==> config.mk <==
export PLATFORM = sky130hd
export DESIGN_NAME = mha_final
export DESIGN_NICKNAME = d
export VERILOG_FILES = /design/src/hdl/mha_pkg.sv /design/src/hdl/mha_final.sv
export SDC_FILE = /design/constraint.sdc
export NUM_CORES = 1
export LEC_CHECK = 0
export BUFFER_PORTS_ARGS = -buffer_cell sky130_fd_sc_hd__buf_4
export CORE_MARGIN = 2
export CORE_UTILIZATION = 33
export DETAILED_ROUTE_END_ITERATION = 12
export HOLD_SLACK_MARGIN = 0.03
export PLACE_DENSITY = 0.9
export RECOVER_POWER = 100
export SYNTH_ARGS = -nofsm -noshare
export SYNTH_HDL_FRONTEND = slang
export SYNTH_SLANG_ARGS = --single-unit
==> constraint.sdc <==
create_clock -name clk -period 1.6 [get_ports clk]
set_input_delay 0.16 -clock clk [delete_from_list [all_inputs] [get_ports clk]]
set_output_delay 0.16 -clock clk [all_outputs]
set_load 0.05 [all_outputs]
==> src/hdl/mha_pkg.sv <==
// Shared types, constants and arctangent table for the magnetometer heading pipeline.
package mha_pkg;

    // Output angle resolution in fractional bits of a degree.
    localparam int ANGLE_FRACTION_BITS = 6;
    // Requested CORDIC iterations; the table limits how many really run.
    localparam int CORDIC_STAGES       = 16;
    localparam int TABLE_LEN           = 24;
    localparam int NUM_STAGES          = (CORDIC_STAGES < TABLE_LEN) ? CORDIC_STAGES : TABLE_LEN;

    // Internal fixed point: 20 fractional bits on vectors and angles.
    localparam int INT_FRAC  = 20;
    localparam int SAMPLE_W  = 16;
    localparam int HEADING_W = 15;
    // Vector width: sample, four extension bits for the negation of the most
    // negative code and for CORDIC growth, and the fraction.
    localparam int VEC_W     = SAMPLE_W + 4 + INT_FRAC;
    localparam int ACC_W     = 32;

    localparam logic signed [ACC_W-1:0] ACC_ZERO = '0;
    localparam logic signed [ACC_W-1:0] ACC_HALF_TURN = ACC_W'(180 * (1 << INT_FRAC));
    localparam logic signed [ACC_W-1:0] ACC_FULL_TURN = ACC_W'(360 * (1 << INT_FRAC));

    localparam int ROUND_SHIFT = INT_FRAC - ANGLE_FRACTION_BITS;
    localparam logic [ACC_W-1:0] ROUND_HALF = ACC_W'(1) << (ROUND_SHIFT - 1);

    localparam int HEADING_TOP = 360 * (1 << ANGLE_FRACTION_BITS);
    localparam logic [HEADING_W-1:0] HEADING_MAX =
        (HEADING_TOP > (1 << HEADING_W) - 1) ? {HEADING_W{1'b1}} : HEADING_W'(HEADING_TOP);

    // round(atan(2^-i) * 180/pi * 2^20)
    localparam logic signed [ACC_W-1:0] ATAN_TABLE [0:TABLE_LEN-1] = '{
        32'sd47185920, 32'sd27855475, 32'sd14718068, 32'sd7471121,
        32'sd3750058,  32'sd1876857,  32'sd938658,   32'sd469357,
        32'sd234682,   32'sd117342,   32'sd58671,    32'sd29335,
        32'sd14668,    32'sd7334,     32'sd3667,     32'sd1833,
        32'sd917,      32'sd458,      32'sd229,      32'sd115,
        32'sd57,       32'sd29,       32'sd14,       32'sd7
    };

    typedef struct packed {
        logic signed [VEC_W-1:0] x;
        logic signed [VEC_W-1:0] y;
        logic signed [ACC_W-1:0] acc;
    } mha_vec_t;

endpackage

==> src/hdl/mha_final.sv <==
// Output stage: clamps the angle to one turn, rounds it and holds the result.
module mha_final (
    input  logic                            clk,
    input  logic                            rst_n,
    input  logic                            advance,
    input  logic                            in_vld,
    input  mha_pkg::mha_vec_t               vec_in,
    output logic                            vld,
    output logic [mha_pkg::HEADING_W-1:0]   heading
);

    logic [mha_pkg::ACC_W-1:0]     clamped;
    logic [mha_pkg::ACC_W-1:0]     rounded;
    logic [mha_pkg::HEADING_W-1:0] heading_next;
    logic [mha_pkg::HEADING_W-1:0] heading_reg;
    logic                          vld_reg;

    always_comb
    begin
        if (vec_in.acc[mha_pkg::ACC_W-1])
        begin
            clamped = '0;
        end
        else if (vec_in.acc > mha_pkg::ACC_FULL_TURN)
        begin
            clamped = mha_pkg::ACC_FULL_TURN;
        end
        else
        begin
            clamped = vec_in.acc;
        end
        rounded      = (clamped + mha_pkg::ROUND_HALF) >> mha_pkg::ROUND_SHIFT;
        heading_next = rounded[mha_pkg::HEADING_W-1:0];
    end

    always_ff @(posedge clk or negedge rst_n)
    begin
        if (!rst_n)
        begin
            vld_reg <= 1'b0;
        end
        else if (advance)
        begin
            vld_reg <= in_vld;
        end
    end

    always_ff @(posedge clk)
    begin
        if (advance)
        begin
            heading_reg <= heading_next;
        end
    end

    assign vld     = vld_reg;
    assign heading = heading_reg;

`ifndef NO_ASSERTIONS
    // Clamping keeps every delivered heading within one full turn.
    a_heading_range: assert property (@(posedge clk) disable iff (!rst_n)
        vld_reg |-> (heading_reg <= mha_pkg::HEADING_MAX))
        else $error("heading beyond one full turn");
`endif

endmodule

== Word level (Yosys, flattened, before mapping) ==
Cells that the tools add are included.

* Muxes and demuxes: 2
* Add/subtract/negate cells: 1
* Magnitude comparators: 1

{| class="wikitable"
|+ Operator list
! cell !! count
|-
| $mux 29 || 2
|-
| $gt 32x30->1 const B || 1
|-
| $add 29x14->29 const B || 1
|}

* Input bits: 116
* Bits in registers: 16
* Output and inout port bits: 16
* Logic and storage cells: 6

== Depth between registers and ports, before layout ==
* Depth after elaboration: 4
* Gate-level depth with buffers: 9
* Depth with buffers taken out: 9

== Least setup slack after synthesis ==
Ideal clock, no wire load.

* Path kind: input port to flip-flop
* Start point: input vec_in[24] in the netlist's numbering
* End point: register heading_reg (netlist bit heading[13]) (data pin)
* Slack: -0.861 ns
* Arrival: 2.302 ns
* Path buffers: 0
* Stages: 9
* Data required time: 1.442 ns
* Library setup time: 0.158 ns
* Path through: nor4b_1 > nand4b_1 > o21ai_1 > and3_1 > ha_1 > nand2_1 > or4_4 > or3_1 > a211oi_2

* Cells in the longest elaborated chain, start to end: 4

{| class="wikitable"
|+ Ends and longest elaborated chain
! item !! line !! source
|-
| from (decl) || mha_final.sv:7 || <nowiki>input mha_pkg::mha_vec_t vec_in,</nowiki>
|-
| $gt 32x30->1 || mha_final.sv:24 || <nowiki>else if (vec_in.acc > mha_pkg::ACC_FULL_TURN)</nowiki>
|-
| $mux 29 (*) || mha_final.sv:24 ||
|-
| $mux 29 (*) || mha_final.sv:20 || <nowiki>if (vec_in.acc[mha_pkg::ACC_W-1])</nowiki>
|-
| $add 29x14->29 (*) || mha_final.sv:32 || <nowiki>rounded = (clamped + mha_pkg::ROUND_HALF) >> mha_pkg::ROUND_SHIFT;</nowiki>
|-
| net heading_next (one bit) || mha_final.sv:14 || <nowiki>logic [mha_pkg::HEADING_W-1:0] heading_next;</nowiki>
|-
| to (signal assigned) || mha_final.sv:52 || <nowiki>heading_reg <= heading_next;</nowiki>
|-
| to (decl) || mha_final.sv:15 || <nowiki>logic [mha_pkg::HEADING_W-1:0] heading_reg;</nowiki>
|}

Mark *: on every way through the listed nets, which the timed path passes. The rest lies on a longest branch.
A chain may end at the register's enable or synchronous reset.

== Worst setup path after layout ==
* Start point: input vec_in[4] in the netlist's numbering
* End point: register heading_reg (netlist bit heading[13]) (data pin)

The elaborated chain is that of the path after synthesis.

==> results by stage <==
Status:
- The flow ran to the end, but the final reports show violations.
- The checks that failed: DRC, setup timing.

Timing:
- In the post-route analysis, the smallest setup slack over all paths is -0.584 ns.
- In the finished design, the share of the clock period the worst path needs comes to 136%.
- Setup repair after global routing could not meet its margin everywhere.
- The worst clock skew is 0 ns.
- The count of final hold-check violations is 0.
- The final max-slew violation count was 0.
- Based on the critical path, the design can be clocked at up to 458 MHz.
- The minimum clock period is 2.18 ns.
- For the final routed database, the setup TNS stands at -2.00 ns.
- The worst-margin pin slew is 0.804 ns.
- In this run the tightest slew margin relative to its limit is 46.4%.
- Setup violations remaining at the end of the flow were counted as 7.

Logic synthesis:
- Yosys attributes the largest share of cell area to sky130_fd_sc_hd__edfxtp_1 45%, sky130_fd_sc_hd__xnor2_1 7.0%, sky130_fd_sc_hd__nor3_1 6.5%, sky130_fd_sc_hd__nor4_1 3.8%, sky130_fd_sc_hd__nand3_1 3.0%.
- After synthesis, the share of flip-flops with an asynchronous set or reset is 6.25%.
- The net count after synthesis is 214.
- After synthesis, the largest area contributor takes up 45.3% of total cell area.
- In the synthesized netlist the dominant register cell turns out to be sky130_fd_sc_hd__edfxtp_1.
- Synthesis instantiated 31 different standard cells from the library.
- Yosys mapped a number of flops with a built-in enable equal to 15.
- The post-synthesis sequential element count is 16.
- After synthesis, flip-flops and latches occupy 47.8% of the total area.
- The number of instances in the synthesized netlist is 97.
- The number of synthesis warnings is 0.
- The synthesized area is 995 sq um.
- A synthesized cell averages 10.3 sq um.
- The biggest area consumer among synthesized cells is sky130_fd_sc_hd__edfxtp_1.

Floorplan:
- The die extent in x is 58.9 um.
- The y dimension of the die is 58.9 um.
- The total I/O pin count is 132.
- The number of cell rows is 19.
- The area of the die is 0.00347 sq mm.
- The standard cell core area is 0.00281 sq mm.
- For this configuration, the core starts out at a cell density of 35.5%.

Finish:
- Once layout is complete, the utilization of the core stands at 65.3%.
- The library cells used most frequently in the layout, excluding fill and tap cells, are 62 x sky130_fd_sc_hd__buf_4, 18 x sky130_fd_sc_hd__clkbuf_1, 15 x sky130_fd_sc_hd__edfxtp_1, 11 x sky130_fd_sc_hd__nor3_1, 7 x sky130_fd_sc_hd__xnor2_1.
- Leaving out fill and tap cells, the most frequent cell in the layout is sky130_fd_sc_hd__buf_4.
- The post-route standard cell area excluding fillers is 0.00183 sq mm.
- The post-synthesis to final-layout area growth is 84.0%.
- The proportion of layout cells with a drive suffix above 1 is 50.5%.
- The count of filler cells inserted in the layout is 223.
- Registers take 475 sq um.
- The number of flip-flops in the largest register is 15.
- The multi-input combinational cell area is 643 sq um.
- 0 antenna diodes ended up in the layout.
- At the end of the flow, the number of nets in the layout was 304.

Power and ir drop:
- The power density of the placed cells is 621 mW/mm^2.
- Net switching is 31.0% of the power.
- The design draws 1.14 mW.
- The internal cell power is 0.784 mW.
- The relative contribution of the clock network to total power is 22.2%.
- Registers are responsible for 43.7% of the overall power.
- The net switching component of the power is 0.353 mW.
- The maximum resistive drop on vdd is 0.293 mV.
- Per report_power, the combinational group accounts for 34.0% of the total.
- The analysis attributes to cell leakage a power of 0.720 nW.

Routing:
- The detail route stage leaves a number of antenna-violating nets equal to 0.
- Before antenna repair, the detailed router went through 8 iterations.
- The detailed router finished its first iteration with 29 violations.
- The routed length per instance is 14.8 um.
- In the routed design, unresolved DRC markers number 6.
- Summing over every cut layer, the via total after detailed routing is 1149.
- In the routed layout, each cell is associated on average with a via count of 5.29.
- The overall routed net length is 3210 um.

Worst setup path:
- The arrival time of the worst setup path is 2.31 ns.
- The startpoint of the most critical setup path is vec_in[4].
- In this run the worst path has a maximum fanout of 3.
- The depth of the most critical reg-to-reg path is 1.
- The startpoint type of the worst setup path is an input pin.
- In this run the critical register-to-register path is launched from vld.
- The endpoint kind of the worst setup timing path is a register.
- The worst reg2reg path endpoint is vld.
- The data required time of the worst path is 1.73 ns.
- The critical path class is input pin to register.
- The slack of the worst reg-to-reg path is 0.86 ns.

Clock network:
- The root buffer cell chosen for the clock tree is sky130_fd_sc_hd__clkbuf_4.
- The worst-skew pair later-pin latency is 0.28 ns.
- After clock tree synthesis, the clock-pin slew on the worst setup and hold paths is 0.09 ns.
- The count of H-tree levels built during CTS is 1.
- The worst-case clock buffer depth is 2.
- TritonCTS built the clock tree.
- The sink count of the clock tree is 16.
- In this run, CTS created clock tree buffers numbering 3.

Min path:
- The path class of the tightest hold or removal check is input pin to register.
- For hold timing, the worst endpoint is vld.
- The number of cells on the worst hold path is 2.
- The origin of the worst min-delay path is in_vld.

Job:
- The number of max-cap violations is 0.

Placement:
- At the end of routability-driven placement, the weighted congestion stood at 0.935.
- Summed over all nets, the half-perimeter wirelength after detailed placement is 2620 um.
- Port buffering added 51 buffers.
- Summing all placed instances gives a cell area of 0.00169 sq mm.

GRT:
- The total track usage is 19.6%.
- The initial antenna violation count is 0.
- The via count of the first global-routing pass came to 1171.
- The maximum number of pins on one net before global-route repair is 17.
- The final global-route overflow total is 0.
- The first global-routing pass estimated 5070 um of wire.
==> synthesized netlist by cell type (all sizes together), types with 2 or more instances <==
cell / n
edfxtp: 15
nor3: 13
xnor2: 8
nand3: 6
nor2: 6
nor4: 6
nand2: 5
inv: 4
a31oi: 3
nand4: 3
xor2: 3
and3: 2
clkbuf: 2
nor4b: 2
o21a: 2
o21ai: 2
or3: 2
==> how the worst max path moves through the flow <==
stage                              to
after floorplan           heading[13]
after global placement    heading[13]
after detailed placement  heading[13]
after CTS                 heading[13]
after global routing      heading[13]
final                     heading[13]
==> layer usage <==
metal | share of wire [%] | GRT usage, % | vias up
li1 | - | - | 559
met1 | 36 | 20.4 | 535
met2 | 55 | 37.9 | 47
met3 | 7.2 | 3.08 | 8
met4 | 1.8 | 8.77 | 0
met5 | 0 | 0 | -
==> what timing repair did <==
| action | CTS | global route |
|---|---|---|
| resized for setup | 15 | 8 |
| hold endpoints to repair | 1 | 0 |
| buffers inserted | 4 | 2 |
| pin swaps | 12 | 12 |
| hold buffers | 1 | 0 |
| setup endpoints to repair | 7 | 7 |
==> power groups by stage <==
stage	registers (mW)	logic, mW	clock network, mW
global placement	0.505	0.371	0
detailed placement	0.508	0.379	0
CTS	0.498	0.402	0.258
finish	0.497	0.387	0.253
floorplan	0.614	0.0620	0
global route	0.500	0.407	0.289
==> layout make-up <==
type,count,area share [%]
clock buffer,4,1.98
inverter,4,0.820
multi-input combinational,74,35.1
sequential,16,26.0
tap,31,2.12
timing repair buffer,88,34.0
==> worst max-delay path, cell delays in order <==
cell,delay (ns)
sky130_fd_sc_hd__buf_4,0.12
sky130_fd_sc_hd__nor4_4,0.23
sky130_fd_sc_hd__nand4b_1,0.19
sky130_fd_sc_hd__o21ai_2,0.24
sky130_fd_sc_hd__and3_4,0.24
sky130_fd_sc_hd__ha_4,0.14
sky130_fd_sc_hd__nand2_2,0.05
sky130_fd_sc_hd__or4_4,0.43
sky130_fd_sc_hd__or3_4,0.34
sky130_fd_sc_hd__a211oi_2,0.17
==> logic make-up (layout without fill, tap and decap cells) <==
group / Yosys count / count (layout) / synth area share, %
and+or+nand+nor: 49 / 49 / 28.4
DFF: 16 / 16 / 47.8
AOI/OAI and AO/OA: 12 / 12 / 9.06
xor gates and xnor gates: 11 / 11 / 9.69
buffers and inverters: 7 / 96 / 2.64
adders and majority gates: 1 / 1 / 1.26
muxes: 1 / 1 / 1.13
==> per-stage QoR <==
step / worst slack, ns / hold slack, ns / instances
after global placement: -0.826 / -0.0647 / 208
final: -0.584 / 0.112 / 217
after floorplan: -0.752 / -0.136 / 97
after detailed placement: -0.922 / -0.0630 / 208
after CTS: -0.557 / 0.111 / 215
after global routing: -0.654 / 0.0957 / 217
No activity file was read; power rests on OpenSTA's default activity.
