## config.mk

```make
export PLATFORM = sky130hd
export DESIGN_NAME = mha_prerot
export DESIGN_NICKNAME = d
export VERILOG_FILES = /design/src/hdl/mha_pkg.sv /design/src/hdl/mha_prerot.sv
export SDC_FILE = /design/constraint.sdc
export NUM_CORES = 1
export LEC_CHECK = 0
export ABC_AREA = 1
export BUFFER_PORTS_ARGS = -buffer_cell sky130_fd_sc_hd__buf_2
export CAP_MARGIN = 15
export CORE_ASPECT_RATIO = 1.2
export CORE_MARGIN = 2
export CORE_UTILIZATION = 24
export DETAILED_ROUTE_END_ITERATION = 16
export HOLD_SLACK_MARGIN = 0.05
export SYNTH_ARGS = -nofsm -noshare
export SYNTH_HDL_FRONTEND = slang
export SYNTH_SLANG_ARGS = --single-unit
export TNS_END_PERCENT = 10
```

## constraint.sdc

```tcl
create_clock -name clk -period 0.8 [get_ports clk]
set_input_delay 0.12 -clock clk [delete_from_list [all_inputs] [get_ports clk]]
set_output_delay 0.12 -clock clk [all_outputs]
set_load 0.01 [all_outputs]
```

## src/hdl/mha_pkg.sv

```systemverilog
// Shared types, constants and arctangent table for the magnetometer heading pipeline.
package mha_pkg;

    // Output angle resolution in fractional bits of a degree.
    localparam int ANGLE_FRACTION_BITS = 6;
    // Requested CORDIC iterations; the table limits how many really run.
    localparam int CORDIC_STAGES       = 16;
    localparam int TABLE_LEN           = 24;
    localparam int NUM_STAGES          = (CORDIC_STAGES < TABLE_LEN) ? CORDIC_STAGES : TABLE_LEN;

    // Internal fixed point: 20 fractional bits on vectors and angles.
    localparam int INT_FRAC  = 20;
    localparam int SAMPLE_W  = 16;
    localparam int HEADING_W = 15;
    // Vector width: sample, four extension bits for the negation of the most
    // negative code and for CORDIC growth, and the fraction.
    localparam int VEC_W     = SAMPLE_W + 4 + INT_FRAC;
    localparam int ACC_W     = 32;

    localparam logic signed [ACC_W-1:0] ACC_ZERO = '0;
    localparam logic signed [ACC_W-1:0] ACC_HALF_TURN = ACC_W'(180 * (1 << INT_FRAC));
    localparam logic signed [ACC_W-1:0] ACC_FULL_TURN = ACC_W'(360 * (1 << INT_FRAC));

    localparam int ROUND_SHIFT = INT_FRAC - ANGLE_FRACTION_BITS;
    localparam logic [ACC_W-1:0] ROUND_HALF = ACC_W'(1) << (ROUND_SHIFT - 1);

    localparam int HEADING_TOP = 360 * (1 << ANGLE_FRACTION_BITS);
    localparam logic [HEADING_W-1:0] HEADING_MAX =
        (HEADING_TOP > (1 << HEADING_W) - 1) ? {HEADING_W{1'b1}} : HEADING_W'(HEADING_TOP);

    // round(atan(2^-i) * 180/pi * 2^20)
    localparam logic signed [ACC_W-1:0] ATAN_TABLE [0:TABLE_LEN-1] = '{
        32'sd47185920, 32'sd27855475, 32'sd14718068, 32'sd7471121,
        32'sd3750058,  32'sd1876857,  32'sd938658,   32'sd469357,
        32'sd234682,   32'sd117342,   32'sd58671,    32'sd29335,
        32'sd14668,    32'sd7334,     32'sd3667,     32'sd1833,
        32'sd917,      32'sd458,      32'sd229,      32'sd115,
        32'sd57,       32'sd29,       32'sd14,       32'sd7
    };

    typedef struct packed {
        logic signed [VEC_W-1:0] x;
        logic signed [VEC_W-1:0] y;
        logic signed [ACC_W-1:0] acc;
    } mha_vec_t;

endpackage

```

## src/hdl/mha_prerot.sv

```systemverilog
// Input stage: scales the samples and folds the left half plane onto the right.
module mha_prerot (
    input  logic                           clk,
    input  logic                           rst_n,
    input  logic                           advance,
    input  logic                           in_vld,
    input  logic signed [mha_pkg::SAMPLE_W-1:0] x_sample,
    input  logic signed [mha_pkg::SAMPLE_W-1:0] y_sample,
    output logic                           vld,
    output mha_pkg::mha_vec_t              vec
);

    localparam int EXT_W = mha_pkg::VEC_W - mha_pkg::INT_FRAC - mha_pkg::SAMPLE_W;

    logic signed [mha_pkg::VEC_W-1:0] x_ext;
    logic signed [mha_pkg::VEC_W-1:0] y_ext;
    mha_pkg::mha_vec_t                vec_next;
    mha_pkg::mha_vec_t                vec_reg;
    logic                             vld_reg;

    assign x_ext = {{EXT_W{x_sample[mha_pkg::SAMPLE_W-1]}}, x_sample, {mha_pkg::INT_FRAC{1'b0}}};
    assign y_ext = {{EXT_W{y_sample[mha_pkg::SAMPLE_W-1]}}, y_sample, {mha_pkg::INT_FRAC{1'b0}}};

    always_comb
    begin
        if (x_sample[mha_pkg::SAMPLE_W-1])
        begin
            vec_next.x   = -x_ext;
            vec_next.y   = -y_ext;
            vec_next.acc = y_sample[mha_pkg::SAMPLE_W-1] ? mha_pkg::ACC_ZERO
                                                         : mha_pkg::ACC_FULL_TURN;
        end
        else
        begin
            vec_next.x   = x_ext;
            vec_next.y   = y_ext;
            vec_next.acc = mha_pkg::ACC_HALF_TURN;
        end
    end

    always_ff @(posedge clk or negedge rst_n)
    begin
        if (!rst_n)
        begin
            vld_reg <= 1'b0;
        end
        else if (advance)
        begin
            vld_reg <= in_vld;
        end
    end

    always_ff @(posedge clk)
    begin
        if (advance)
        begin
            vec_reg <= vec_next;
        end
    end

    assign vld = vld_reg;
    assign vec = vec_reg;

`ifndef NO_ASSERTIONS
    // After folding, the vector always points into the right half plane.
    a_x_nonneg: assert property (@(posedge clk) disable iff (!rst_n)
        vld_reg |-> !vec_reg.x[mha_pkg::VEC_W-1])
        else $error("pre-rotated x is negative");

    // The base angle is one of the three quadrant starting points.
    a_base_angle: assert property (@(posedge clk) disable iff (!rst_n)
        vld_reg |-> (vec_reg.acc == mha_pkg::ACC_ZERO || vec_reg.acc == mha_pkg::ACC_HALF_TURN
                     || vec_reg.acc == mha_pkg::ACC_FULL_TURN))
        else $error("pre-rotation base angle out of set");
`endif

endmodule

```

**Word-level counts from Yosys, hierarchy flattened**

Cells that the tools add are included.

- Register bits after elaboration: 110
- Input bits: 36
- Output and inout port bits: 113
- Word-level logic and storage cells: 10

- Add/sub/neg operators: 2
- Multiplexer cells: 2

Operators by type and width:

| operator | number |
|---|---|
| 107-bit two-way mux | 1 |
| 36-bit negator with 40-bit output | 2 |
| 29-bit two-way mux | 1 |

**Depth between registers and ports, before layout**

Gate-level depths: netlist of run 1.

- Word-level depth: 2
- Depth in mapped cells: 8
- Depth with buffers taken out: 8

**Least setup slack after synthesis of run 1**

No wires, ideal clock.

- Path type: input -> register
- Start: input port x_sample[1] (netlist name)
- End: register vec_reg (netlist bit vec[104]), data pin
- Setup time: 252 ps
- Arrival time: 833 ps
- Data required time: 548 ps
- Setup slack: -285 ps
- Cell stages on the path: 7
- Buffers on the path: 0
- Cell sequence: inv_1 ha_1 nand3_1 nor2_2 nand3_1 nand3b_1 nand2_1

RTL lines:

| element | line | source |
|---|---|---|
| from (decl) | mha_prerot.sv:7 | `input logic signed [mha_pkg::SAMPLE_W-1:0] x_sample,` |
| to (signal assigned) | mha_prerot.sv:57 | `vec_reg <= vec_next;` |
| to (decl) | mha_prerot.sv:18 | `mha_pkg::mha_vec_t vec_reg;` |

**Worst setup path after layout of run 1**

- Start: register vec_reg (netlist bit vec[27])
- End: output port vec[27] (netlist name)

RTL lines:

| element | line | source |
|---|---|---|
| to (decl) | mha_prerot.sv:10 | `output mha_pkg::mha_vec_t vec` |

No word-level cell between the ends.

==> results of run 1 <==
-- placed cells by master (no fill, tap or decap), drive strengths merged, types with 6 or more instances in the layout --
| cell type | Yosys | final |
|---|---|---|
| buf | 73 | 127 |
| nand2 | 72 | 72 |
| conb | 1 | 69 |
| edfxtp | 43 | 43 |
| nor2 | 30 | 30 |
| inv | 29 | 29 |
| nand3 | 25 | 25 |
| o21ai | 13 | 13 |
| xor2 | 9 | 9 |
| clkbuf | 0 | 6 |
-- stage by stage --
stage | util | setup TNS [ns] | power, mW | cells
after floorplan | - | -2.47 | 3.81 | 376
after global placement | 0.313 | -12.49 | 4.21 | 587
after detailed placement | 0.313 | -13.03 | 4.23 | 587
after CTS | 0.337 | -6.63 | 6.59 | 597
after global routing | 0.344 | -8.79 | 6.87 | 597
final | 0.344 | -5.97 | 6.54 | 597
-- worst paths after layout --
| kind | start | to | slack, ns | depth (start not counted) |
|---|---|---|---|---|
| worst min-delay path | in_vld | vld | 0.07 | 2 |
| worst min register to register | vld | vld | 0.51 | 1 |
| min in group asynchronous | rst_n | vld | 0.13 | 2 |
| worst max register to register | vld | vld | 0.06 | 1 |
| max in group asynchronous | rst_n | vld | 0.58 | 2 |
| worst max-delay path | vec[27] | vec[27] | -0.17 | 1 |
-- where the power goes --
group | switching (mW) | leakage, nW | internal, mW | total [mW]
Sequential | 0.0587 | 0.431 | 2.79 | 2.85
Clock | 0.810 | 0.0808 | 1.47 | 2.28
Combinational | 0.821 | 1.38 | 0.592 | 1.41
Total | 1.69 | 1.89 | 4.85 | 6.54
-- repair_timing --
action | CTS | global route
setup endpoints to repair | 75 | 72
hold endpoints to repair | 2 | 0
hold buffers | 2 | 0
resized for setup | 26 | 22
pin swaps | 10 | 5
-- logic make-up (layout without fill, tap and decap cells) --
kind of cell | count (synthesis) | count (layout) | share of synthesized area
AO/OA/AOI/OAI | 13 | 13 | 0.0285
XOR/XNOR | 13 | 13 | 0.0406
adder cells (fa/ha/maj) | 2 | 2 | 0.00892
buffers and inverters | 102 | 166 | 0.238
flip-flops | 44 | 44 | 0.469
multiplexers | 1 | 1 | 0.00401
other | 1 | 69 | 0.00134
AND/OR/NAND/NOR | 132 | 132 | 0.209
-- final cells by class --
class / count / area (µm²)
Inverter: 29 / 141
Tap cell: 157 / 196
Multi-Input combinational cell: 230 / 1250
Timing Repair Buffer: 129 / 876
Fill cell: 1205 / 7520
Clock buffer: 6 / 129
Sequential cell: 44 / 1320
Clock inverter: 2 / 35.0
-- metal layers --
layer / vias up / wire [µm] / track usage
li1: 1108 / - / -
met1: 1006 / 2290 / 0.0982
met2: 126 / 3430 / 0.196
met3: 11 / 654 / 0.0302
met4: 0 / 147 / 0.0442
met5: - / 0 / 0
==> metrics list, run 1 <==
- The run finished, with violations left.
- The final reports fail on negative setup slack.
- Final routed DRC violation total: 0
* Setup repair bufs after CTS: 0
- Slowest Stage Delay on Critical Path: 0.41 ns
* Tcrit/Tclk final: 1.22
- The count of endpoints failing hold in the final timing report came to 0.
- Ordered cell list for the critical path: buf_2
- Final min period: 0.972 ns
- Number of vias per cell after detailed routing: roughly 3.8
- Launching element type of the critical path: flop
- Pin count of the biggest net entering global routing: 16
- After clock tree synthesis, the clock-pin slew on the worst setup and hold paths is ~0.060 ns.
- Setup violations remaining at the end of the flow were counted as 59.
- Number of max-capacitance violations reported: 0
- After synthesis, the cell types taking the most area are sky130_fd_sc_hd__edfxtp_1, sky130_fd_sc_hd__buf_4, sky130_fd_sc_hd__nand2_1.
- In this run the deepest clock path goes through 2 buffers.
* GP Congestion: approximately 0.81
- Power density relative to cell area: approximately 1700 nW/µm²
- Congestion Overflow GR: 0
* Share of flip-flops with an asynchronous set or reset: 0.0227
* TritonCTS clock tree: built
* Number of DRC markers after the initial detailed-route iteration: 44
* DP HPWL: 5390 µm
* Family with the most delay on the worst path: flip-flops
- Core area: between 10000 and 15000 µm²
- In this run the clock root is driven by a sky130_fd_sc_hd__clkbuf_16.
- Of all nets on the critical path, the largest fanout is 3.
- Once routing completed, OpenROAD measured the worst setup slack at -0.172 ns.
* Fraction of synthesized cell area taken by the top area cell type: 0.460
* Hold slack final: between 0.06 and 0.07 ns
* Largest area contributor in the synthesized netlist: sky130_fd_sc_hd__edfxtp_1
- The synthesized netlist occupies a cell area of 2810 µm².
- Share of post-route cells with drive strength above 1: 0.423
- 0 antenna diodes ended up in the layout.
- HP Class: input port to flop
* Register area share after synthesis: 0.469
- Number of nets in the final layout: roughly 480
- In the synthesized netlist the dominant register cell turns out to be sky130_fd_sc_hd__edfxtp_1.
- Unrepaired setup endpoints after global routing: true
- After routing the design area is approximately 3900 µm².
* Maximum clock frequency: about 1000 MHz
- The die is 122 µm tall.
- The first detailed-routing pass took 4 iterations.
- The detail route stage leaves a number of antenna-violating nets equal to 0.
- Counting distinct cell types in the post-synthesis netlist gives 25.
- Synthesis handed over a netlist of 308 instances.
* Number of clock buffers inserted by TritonCTS: 5
* Most repeated cell in the gate-level netlist after synthesis: sky130_fd_sc_hd__buf_4
- Initial Utilization: 0.245
- Count of standard-cell rows: 43
- The floorplan step defined a die boundary enclosing 12600 µm².
* Wire length reported by the detailed router: 6520 µm
- Commonest cells in the netlist: sky130_fd_sc_hd__buf_4, sky130_fd_sc_hd__nand2_1, sky130_fd_sc_hd__edfxtp_1
- The setup path with the least slack is of type flop to primary output.
- The number of global-route vias before repair came to 2082.
* Number of I/O port buffers: 83
- The average instance in the mapped netlist occupies approximately 9.1 µm².
* Post-detailed-route wirelength per cell: 10.9 µm
- Clock latency on the worst-skew pair, taken at its later pin, is about 0.28 ns.
* Required time at the endpoint of the critical path: 0.68 ns
* Max VDD drop: about 0.0012 V
* Initial antenna violation count: 0
- Counting both buffers and inverters, the worst setup path holds a total of 1.
- In this run the number of H-tree levels came out at 2.
- P&R area growth vs syn: 40.6%
- Timing analysis after detailed placement gives a worst setup slack of -0.483 ns.
* Number of flip-flops and latches in the synthesized netlist: 44
- Setup skew after layout: 0 ns
- Leak: 1.89 nW
* # clock sinks: 44
- Data on the critical path arrives at its endpoint at 0.85 ns.
- Measured along the x axis, the die boundary spans 103 µm.
* Wire length of the first global-routing pass: roughly 9700 µm
- After detailed placement, the total cell area comes to 3590 µm².
- For this run, the total global-route usage over all layers was measured as 0.102.
- Number of I/O pins: 149
- Flip-flop count of the largest register after layout: 43
- Standard cell with the maximum stage delay on the critical path: sky130_fd_sc_hd__edfxtp_1
* Total vias in the final route: 2251
* Worst setup EP type: primary output
- Yosys mapped a number of flops with a built-in enable equal to 43.
- Final max-slew violation count: 0
* Number of warning messages in the yosys log: 0
Note: power is estimated with default switching activity, not from simulation.
==> run 2: changes to the inputs <==
--- a/config.mk
+++ b/config.mk
@@ -7,3 +7,3 @@
 export LEC_CHECK = 0
-export ABC_AREA = 1
+export ABC_AREA = 0
 export BUFFER_PORTS_ARGS = -buffer_cell sky130_fd_sc_hd__buf_2
--- a/constraint.sdc
+++ b/constraint.sdc
@@ -3,2 +3,2 @@
 set_output_delay 0.12 -clock clk [all_outputs]
-set_load 0.01 [all_outputs]
+set_load 0.005 [all_outputs]
==> run 2 against run 1 <==
Clock power shrank 14%. Non-clock buffer count grew 2. Critical path depth grew 4. Critical path type is now input port to flop. Via count shrank 18%. Core utilization grew 1.7 points. The flow still finishes with violations (negative setup slack). Highest routed layer unchanged.
==> metrics list, run 2 <==
* Number of max-capacitance violations reported: 0 (unchanged)
* Slowest Stage Delay on Critical Path: 0.54 ns (+0.13 ns)
- Number of global-route vias before repair: 1693 (-19%)
* Launching element type of the critical path: input port
- The layout cell share with drive strength beyond 1 is 0.497 (+0.0744).
* Standard cell with the maximum stage delay on the critical path: sky130_fd_sc_hd__or4_4
* Floorplan die height: 116 µm (-5.4%)
- The wire length reported by the detailed router came to 5420 µm (-17%).
- Required time at the endpoint of the critical path: 0.84 ns (+0.16 ns)
- Unrepaired setup endpoints after global routing: true
- Final Util: 0.361 (+0.0171)
- The cell that appears most often on the critical path is sky130_fd_sc_hd__or4_4.
- P&R area growth vs syn: 45.4%
- Post-synthesis share of cell area spent on full adders, half adders and majority gates: 0.0100 (+0.00109)
- Source-to-sink clock delay at the later pin of the worst-skew pair: 0.28 ns (about the same)
- Count of unique library cells instantiated by Yosys: 27 (+8.0%)
* Power density relative to cell area: 1630 nW/µm² (-1.6%)
* Worst Path Arrival: 1.40 ns (+0.55 ns)
* Initial antenna violation count: 0 (unchanged)
- Number of flip-flops and latches in the synthesized netlist: 44 (unchanged)
- Flip-flop count of the largest register after layout: 43 (unchanged)
- The final period utilization came to 1.70 (+0.488).
- Pin count of the biggest net entering global routing: 24 (+8)
* Final Hold Fails: 0 (unchanged)
* Register area share after synthesis: 0.527 (+0.0576)
* Main area contributors after synthesis: sky130_fd_sc_hd__edfxtp_1, sky130_fd_sc_hd__buf_4, sky130_fd_sc_hd__xnor2_1
- Share of flip-flops with an asynchronous set or reset: 0.0227 (unchanged)
- Ordered cell list for the critical path: buf_6 > or4_4 > or4_4 > o21ai_2 > xnor2_1
- Post-detailed-route wirelength per cell: 11.4 µm (+4.3%)
- Leak: 1.57 nW (-17%)
* Max VDD drop: 0.000659 V (-45%)
* Most common library cell in the layout ignoring fill and taps: sky130_fd_sc_hd__buf_2
- The die outline width came to 97.1 µm (-5.4%).
- Run status: finished with violations
- Largest area contributor in the synthesized netlist: sky130_fd_sc_hd__edfxtp_1
- Antenna viol nets, final: 0 (unchanged)
- Xor/xnor share of the synthesized area: 0.0946 (+0.0541)
- Worst slack, placed: -0.853 ns (-0.369 ns)
* Number of flops mapped to enable cells by yosys: 43 (unchanged)
* Critical path fanouts, max: 3 (unchanged)
- The simple-gate share of the synthesized area came to 0.0761 (-0.133).
* Placed Area: 3130 µm² (-13%)
- The port buffer count is 83 (unchanged).
- Number of clock buffers inserted by TritonCTS: 5 (unchanged)
* Most repeated cell in the gate-level netlist after synthesis: sky130_fd_sc_hd__buf_4
- Slack of the worst reg-to-reg path: 0.07 ns (about the same)
- Reg-to-Reg Start: vld
- Category of the most critical setup path: input port to flop
- The routability-driven placement congestion ratio came to 0.785 (-2.6%).
- DP HPWL: 4130 µm (-23%)
* Total global-route track usage: 0.0897 (-0.0122)
* Commonest cells in the netlist: sky130_fd_sc_hd__buf_4, sky130_fd_sc_hd__edfxtp_1, sky130_fd_sc_hd__xnor2_1
- The min-delay analysis places its worst path in the category input port to flop.
- CTS max path bufs: 2 (unchanged)
- Final routed DRC violation total: 0 (unchanged)
- Prevailing post-synth register cell: sky130_fd_sc_hd__edfxtp_1
* Most frequent cells in the layout: sky130_fd_sc_hd__buf_2, sky130_fd_sc_hd__conb_1, sky130_fd_sc_hd__edfxtp_1, sky130_fd_sc_hd__buf_4, sky130_fd_sc_hd__xnor2_1
- The checks that failed: negative setup slack.
- TritonCTS built the clock tree.
- Complex-gate fraction of the synthesized area: 0.0656 (+0.0371)
* Number of vias per cell after detailed routing: 3.89 (+3.1%)
- Clk root buf: sky130_fd_sc_hd__clkbuf_16
- Setup skew after layout: 0 ns (unchanged)
- Final min period: 1.36 ns (+0.390 ns)
- Detailed-router iteration count before antenna repair: 5 (+1)
- The proportion of power drawn by the clock network is 0.328 (-0.020).
* Switching pwr: 1.42 mW (-16%)
- # clock sinks: 44 (unchanged)
- The fraction of power spent switching nets came to 0.240 (-0.0181).
* Worst setup EP type: flop
- Wire length of the first global-routing pass: 7840 µm (-19%)
* Start point of the worst min-delay path: in_vld
- Total Die Area: 11200 µm² (-11%)
* Internal power contribution: 4.51 mW (-7.2%)
- Setup-failing EPs final: 74 (+25%)
- The area share of the largest cell type after synthesis is 0.517 (+0.0565).
* Cell area after technology mapping: 2500 µm² (-11%)
* Maximum clock frequency: 734 MHz (-29%)
* Congestion Overflow GR: 0 (unchanged)
- The number of rows created at floorplan was 40 (-7.0%).
- The number of warning messages in the yosys log came to 0 (unchanged).
- The sum of negative setup slack is -11.21 ns (-5.24 ns).
- Number of I/O pins: 149 (unchanged)
* Antenna cells: 0 (unchanged)
- Clock-pin slew of the registers on the worst-case setup and hold paths: 0.06 ns (about the same)
* Mean instance size in the synthesized netlist: 11.6 µm² (+28%)
- Main combinational cell family by area after synthesis: buffers and inverters
- Number of nets in the final layout: 387 (-19%)
* Mux share of post-synthesis cell area: 0.00451 (+0.000492)
- The detailed router's first-iteration violation count was 58 (+32%).
- The maximum level of the CTS H-tree was 2 (unchanged).
- Min setup slack post-route: -0.562 ns (-0.390 ns)
- Syn Inst Count: 215 (-30%)
* Total vias in the final route: 1851 (-18%)
* Final max-slew violation count: 0 (unchanged)
- Core area: 10100 µm² (-12%)
* Initial Utilization: 0.248 (+0.00360)
- The combinational fraction of design power was 0.189 (-0.027).
* Startpoint of the most critical setup path: y_sample[9]
- Post-route cell area: 3630 µm² (-7.9%)
- Flop pwr share: 0.482 (+0.046)
## run 2: cell types whose count changed in the layout (fill, tap and decap cells not counted), sizes merged, moves of 20 or more
cell,previous run,this run
nand3,25,3
nor2,30,6
inv,29,6
xnor2,4,24
nand2,72,11
## run 2: metrics by stage
step	power, mW	hold WS, ns	std cells
floorplan	3.51	-0.176	283
detailed placement	3.87	-0.103	461
global placement	3.85	-0.105	461
CTS	5.93	0.0583	475
global route	6.17	0.0720	476
finish	5.93	0.0661	476
## run 2: power by group through the flow
stage	Clock, mW	Combinational, mW	Sequential, mW
6_report	1.95	1.12	2.86
5_1_grt	2.07	1.22	2.88
4_1_cts	1.99	1.08	2.87
3_5_place_dp	0	0.962	2.91
3_3_place_gp	0	0.940	2.91
2_1_floorplan	0	0.563	2.95
## run 2: cell type report
class                      count  area, µm²
fill                         996       6430
sequential                    44       1320
multi-input combinational    161       1130
timing repair buffer         131        862
tap                          126        158
clock buffer                   6        129
inverter                       6       30.0
clock inverter                 2       11.3
## run 2: timing repair
item                                   in CTS  in global routing
hold buffers                                2                  0
setup endpoints to repair                  74                 77
pin swaps                                  13                 12
resized for setup                          55                 15
buffers inserted                            4                  1
endpoints found under the hold margin       2                  0
## run 2: cells by family (layout without fill, tap and decap cells)
group | count (synthesis) | count (layout)
DFF | 44 | 44
and+or+nand+nor | 36 | 36
adders and majority gates | 2 | 2
buffers and inverters | 78 | 145
other | 1 | 69
AOI/OAI and AO/OA | 26 | 26
muxes | 1 | 1
xor gates and xnor gates | 27 | 27
## run 2: worst max-delay path: cells and delay by family
family | cells | cell delay, ns
AOI/OAI and AO/OA | 1 | 0.14
xor gates and xnor gates | 1 | 0.07
buffers and inverters | 1 | 0.09
and+or+nand+nor | 2 | 0.97
## run 2: path summary, 6_finish.rpt
path | end | cells after the start
setup / recovery | vec[66] | 5
hold / removal | vld | 2
setup reg to reg | vld | 1
hold reg to reg | vld | 1
max in group asynchronous | vld | 2
min in group asynchronous | vld | 2
## run 2: per-layer routing
| layer | wire length, µm | track usage | vias to the layer above | share of wire |
|---|---|---|---|---|
| li1 | - | - | 877 | - |
| met1 | 1820 | 0.0848 | 850 | 0.34 |
| met2 | 2840 | 0.170 | 115 | 0.52 |
| met3 | 606 | 0.0302 | 9 | 0.11 |
| met4 | 152 | 0.0516 | 0 | 0.028 |
| met5 | 0 | 0 | - | 0 |
